===== config.mk =====
export PLATFORM = sky130hd
export DESIGN_NAME = ptw_ctrl
export DESIGN_NICKNAME = d
export VERILOG_FILES = /design/src/rtl/ptw_pkg.sv /design/src/rtl/ptw_ctrl.sv
export SDC_FILE = /design/constraint.sdc
export NUM_CORES = 1
export LEC_CHECK = 0
export CELL_PAD_IN_SITES_DETAIL_PLACEMENT = 0
export CELL_PAD_IN_SITES_GLOBAL_PLACEMENT = 1
export CORE_AREA = 2 2 39 41
export CTS_BUF_LIST = sky130_fd_sc_hd__clkbuf_16
export DETAILED_ROUTE_END_ITERATION = 10
export DIE_AREA = 0 0 41 43
export DONT_BUFFER_PORTS = 1
export PLACE_DENSITY = 0.37
export SYNTH_ARGS = -nofsm -noshare
export SYNTH_HDL_FRONTEND = slang
export SYNTH_SLANG_ARGS = --single-unit

===== constraint.sdc =====
create_clock -name i_clk -period 0.9 [get_ports i_clk]
set_input_delay 0.18 -clock i_clk [delete_from_list [all_inputs] [get_ports i_clk]]
set_output_delay 0.18 -clock i_clk [all_outputs]
set_load 0.005 [all_outputs]

===== src/rtl/ptw_pkg.sv =====
`timescale 1ns / 1ps

package ptw_pkg;

    localparam int TABLE_FRAMES      = 16;
    localparam int ENTRIES_PER_TABLE = 512;

    localparam int IDX_W   = $clog2(ENTRIES_PER_TABLE);
    localparam int FRAME_W = $clog2(TABLE_FRAMES);
    localparam int CNT_W   = $clog2(TABLE_FRAMES + 1);
    localparam int ADDR_W  = FRAME_W + IDX_W;
    localparam int DEPTH   = TABLE_FRAMES * ENTRIES_PER_TABLE;

    localparam int VA_W     = 48;
    localparam int ENTRY_W  = 52;
    localparam int FLAGS_W  = 12;
    localparam int STATUS_W = 2;
    localparam int FIU_W    = 5;
    localparam int LINK_W   = ENTRY_W - FLAGS_W;

    localparam logic [1:0] LEVEL_LEAF = 2'd3;

    localparam logic MODE_MAP   = 1'b0;
    localparam logic MODE_XLATE = 1'b1;

    localparam logic [STATUS_W-1:0] ST_OK         = 2'd0;
    localparam logic [STATUS_W-1:0] ST_NOT_MAPPED = 2'd1;
    localparam logic [STATUS_W-1:0] ST_NO_FRAMES  = 2'd2;

    typedef struct packed {
        logic clr;
        logic load;
        logic issue;
        logic eval;
        logic out_load;
    } t_cmd;

    typedef struct packed {
        logic clr_last;
        logic walk_end;
    } t_sts;

endpackage


===== src/rtl/ptw_ctrl.sv =====
`timescale 1ns / 1ps

module ptw_ctrl
    import ptw_pkg::*;
(
    input  logic i_clk,
    input  logic i_rst_n,
    input  logic i_in_valid,
    output logic o_in_ready,
    output logic o_out_valid,
    input  logic i_out_ready,
    input  t_sts i_sts,
    output t_cmd o_cmd
);

    localparam logic [2:0] S_CLEAR = 3'd0;
    localparam logic [2:0] S_IDLE  = 3'd1;
    localparam logic [2:0] S_ISSUE = 3'd2;
    localparam logic [2:0] S_EVAL  = 3'd3;
    localparam logic [2:0] S_DONE  = 3'd4;

    logic [2:0] r_state;
    logic [2:0] n_state;
    logic       r_out_valid;
    logic       n_out_valid;

    always_comb begin
        n_state = r_state;
        o_cmd   = '0;
        case (r_state)
            S_CLEAR: begin
                o_cmd.clr = 1'b1;
                if (i_sts.clr_last) begin
                    n_state = S_IDLE;
                end
            end
            S_IDLE: begin
                if (i_in_valid) begin
                    o_cmd.load = 1'b1;
                    n_state    = S_ISSUE;
                end
            end
            S_ISSUE: begin
                o_cmd.issue = 1'b1;
                n_state     = S_EVAL;
            end
            S_EVAL: begin
                o_cmd.eval = 1'b1;
                n_state    = i_sts.walk_end ? S_DONE : S_ISSUE;
            end
            S_DONE: begin
                if (!r_out_valid || i_out_ready) begin
                    o_cmd.out_load = 1'b1;
                    n_state        = S_IDLE;
                end
            end
            default: begin
                n_state = S_CLEAR;
            end
        endcase
    end

    always_comb begin
        n_out_valid = r_out_valid;
        if (r_out_valid && i_out_ready) begin
            n_out_valid = 1'b0;
        end
        if (o_cmd.out_load) begin
            n_out_valid = 1'b1;
        end
    end

    always_ff @(posedge i_clk) begin
        if (!i_rst_n) begin
            r_state     <= S_CLEAR;
            r_out_valid <= 1'b0;
        end else begin
            r_state     <= n_state;
            r_out_valid <= n_out_valid;
        end
    end

    assign o_in_ready  = (r_state == S_IDLE);
    assign o_out_valid = r_out_valid;

`ifndef SYNTH
    a_out_load_free: assert property (@(posedge i_clk) disable iff (!i_rst_n)
        o_cmd.out_load |-> (!r_out_valid || i_out_ready))
        else $error("result loaded over an untaken result");

    a_accept_walks: assert property (@(posedge i_clk) disable iff (!i_rst_n)
        (i_in_valid && o_in_ready) |=> (r_state == S_ISSUE))
        else $error("accepted item did not start a walk");

    a_clear_blocks: assert property (@(posedge i_clk) disable iff (!i_rst_n)
        (r_state == S_CLEAR) |-> (!o_in_ready && !o_cmd.issue && !o_cmd.eval))
        else $error("walk activity during clearing pass");

    a_eval_after_issue: assert property (@(posedge i_clk) disable iff (!i_rst_n)
        o_cmd.eval |-> $past(o_cmd.issue))
        else $error("evaluation without a preceding table read");
`endif

endmodule


==> qor.csv <==
metric,value,unit
TritonCTS clock tree,done,
H-tree depth,1,
Clock Tree Buf Depth,2,
Placed Area,288,sq um
maximum fanout along the worst path,7,
Syn Inst Count,26,
peak supply drop,886,uV
first-pass GRT wire length,1.01,mm
Tot Pwr,1010,uW
initial DRC count,0,
Core Area,1380,sq um
DPL Wire Length,477,um
remaining global-route overflow,0,
Max Clk Rate,866,MHz
initial antenna violation count,0,
#FFs+latches synth,4,
Ports,13,
critical-path cell list,nor3b_4 -> buf_4,
max cap viols,0,
largest net degree at the start of global routing,9,
RSZ-0062 raised after global routing,yes,
Synth cell types,18,
ANT nets after route,0,
Worst-Margin Slew,0.255,ns
CTS buffer count,3,
failing checks,negative setup slack,
row count,14,
pre-CTS worst setup slack,-0.188,ns
vias per cell,4.49,
final setup vio count,9,
"final std cell area, no fill",428,sq um
P&R area growth vs syn,90.0,%
largest area contributor in the netlist,dfxtp_1,
sequential area share after synthesis,35.6,%
routability cong.,0.665,
Die Height,43,um
PwrDens,2360,nW/um^2
drt drc,0,
Pre-antenna DRT Iters,1,
yosys warns,0,
Crit Path Category,register to primary output,
CTS root buf,clkbuf_16,
WL per Instance,13.2,um
vias in the first global route,223,
CP arrival,0.97,ns
"Hold Vio Cnt, Final",0,
share of the synthesized area in the top cell type,35.6,%
"Cell Area, Synth",225,sq um
crit path time final,1.15,ns
Slowest cell on crit path,dfxtp_4,
Worst EP required,0.72,ns
DIE AREA,1760,sq um
fin. max-slew vios,0,
PortBufs,0,
status,"complete, but fails checks",
WL final,698,um
antenna diode count,0,
LEAKAGE,0.000175,uW
Worst Hold Class,input pin to register,
GRT Total Usage,9.34,%
Rel. slew slack,82.8,%
clock-pin slew on the worst setup and hold paths,0.03,ns
crit end category,primary output,
Synth Net Count,32,
Startpoint Class,register,
Tcrit/Tclk final,128,%
Worst-Skew Late Latency,0.22,ns
average cell area after synthesis,8.66,sq um
crit-path max cell delay,0.40,ns
fraction of layout cells with a size suffix above 1,62.2,%
Hold Buf Count CTS,0,
synth top area cells,"dfxtp_1 36%, nor2b_1 5.6%, nor3b_2 5.6%, a21oi_1 4.4%, and3b_2 4.4%",
die width,41,um
skew final,0.000977,ns
initial core utilization,16.3,%
Worst Slack Setup Final,-0.255,ns
Layout Nets,45,
total number of vias,238,
CTS Sinks,4,
flip-flops by register name, indices dropped and copies added, names as in the netlist:
signal,count
r_state,3
o_out_valid,1
final timing paths:
| kind | depth (start not counted) | end | from | slack [ns] |
|---|---|---|---|---|
| worst max register to register | 3 | r_state[0]$_SDFFE_PN0P_ | r_state[1]$_SDFFE_PN0P_ | -0.22 |
| worst min-delay path | 1 | o_out_valid$_SDFFE_PN0P_ | i_rst_n | 0.09 |
| worst min register to register | 1 | r_state[1]$_SDFFE_PN0P_ | r_state[2]$_SDFFE_PN0P_ | 0.51 |
| worst max-delay path | 2 | o_cmd[2] | r_state[1]$_SDFFE_PN0P_ | -0.25 |
metal layers:
layer	vias up	global-route usage, %	part of all wire, %
met5	-	0	0
met2	12	10.3	46
met1	109	10.9	41
li1	117	-	-
met3	0	8.90	12
met4	0	6.00	0
critical path, delay by kind of cell, from the launching register on:
| family | cells | cell delay (ns) |
|---|---|---|
| simple gates | 1 | 0.21 |
| buf+inv | 1 | 0.14 |
| flops | 1 | 0.40 |
power breakdown:
group / switching, uW / internal (uW)
registers: 25.5 / 187
logic: 38.8 / 71.2
clock network: 120 / 567
metrics by stage:
step	util, %	hold WS (ns)	TNS, ns	cells
CTS	27.8	0.0870	-1.37	50
floorplan	-	0.304	-0.0915	26
global placement	20.8	0.305	-0.430	46
global route	30.9	0.0854	-1.92	53
finish	30.9	0.0895	-1.62	53
detailed placement	20.8	0.321	-0.618	46
cells in the final DEF, fill, tap and decap left out:
cell type	instances
buf_4	10
clkbuf_16	3
dfxtp_4	3
nand2_1	2
nor3b_4	2
nand3_1	2
nor2b_2	1
nor2_4	1
nor2_2	1
nor3_1	1
and3b_2	1
and2_1	1
a21boi_1	1
nor4b_1	1
o21a_1	1
o311a_1	1
a21oi_2	1
nor2b_1	1
a21oi_1	1
nor4bb_1	1
dfxtp_1	1
synthesized netlist by cell type:
| master | n |
|---|---|
| a21boi_0 | 1 |
| a21oi_1 | 2 |
| and2_1 | 1 |
| and3b_2 | 1 |
| buf_2 | 1 |
| buf_4 | 1 |
| dfxtp_1 | 4 |
| nand2_1 | 2 |
| nand3_1 | 2 |
| nor2_1 | 2 |
| nor2b_1 | 2 |
| nor3_1 | 1 |
| nor3b_1 | 1 |
| nor3b_2 | 1 |
| nor4b_1 | 1 |
| nor4bb_1 | 1 |
| o21a_1 | 1 |
| o311a_1 | 1 |
final cells by class:
cell class              count  area, sq um
multi-input cells          20          166
repair buffers             10         75.1
well taps                  16         20.0
clock buffers               3         75.1
fillers                   155          956
flip-flops and latches      4         91.3
cell families (layout without fill, tap and decap cells):
kind of cell | after synthesis | after routing | synth area share (%)
AO/OA/AOI/OAI | 5 | 5 | 15.6
flip-flops | 4 | 4 | 35.6
buffers and inverters | 2 | 13 | 5.55
AND/OR/NAND/NOR | 15 | 15 | 43.3
repair_timing:
item	CTS	global route
gates resized for setup	5	6
endpoints found under the hold margin	0	0
setup buffers	1	3
cloned	0	0
endpoints found under the setup margin	10	10
pin swaps	1	0
(Power assumes the default switching activity.)
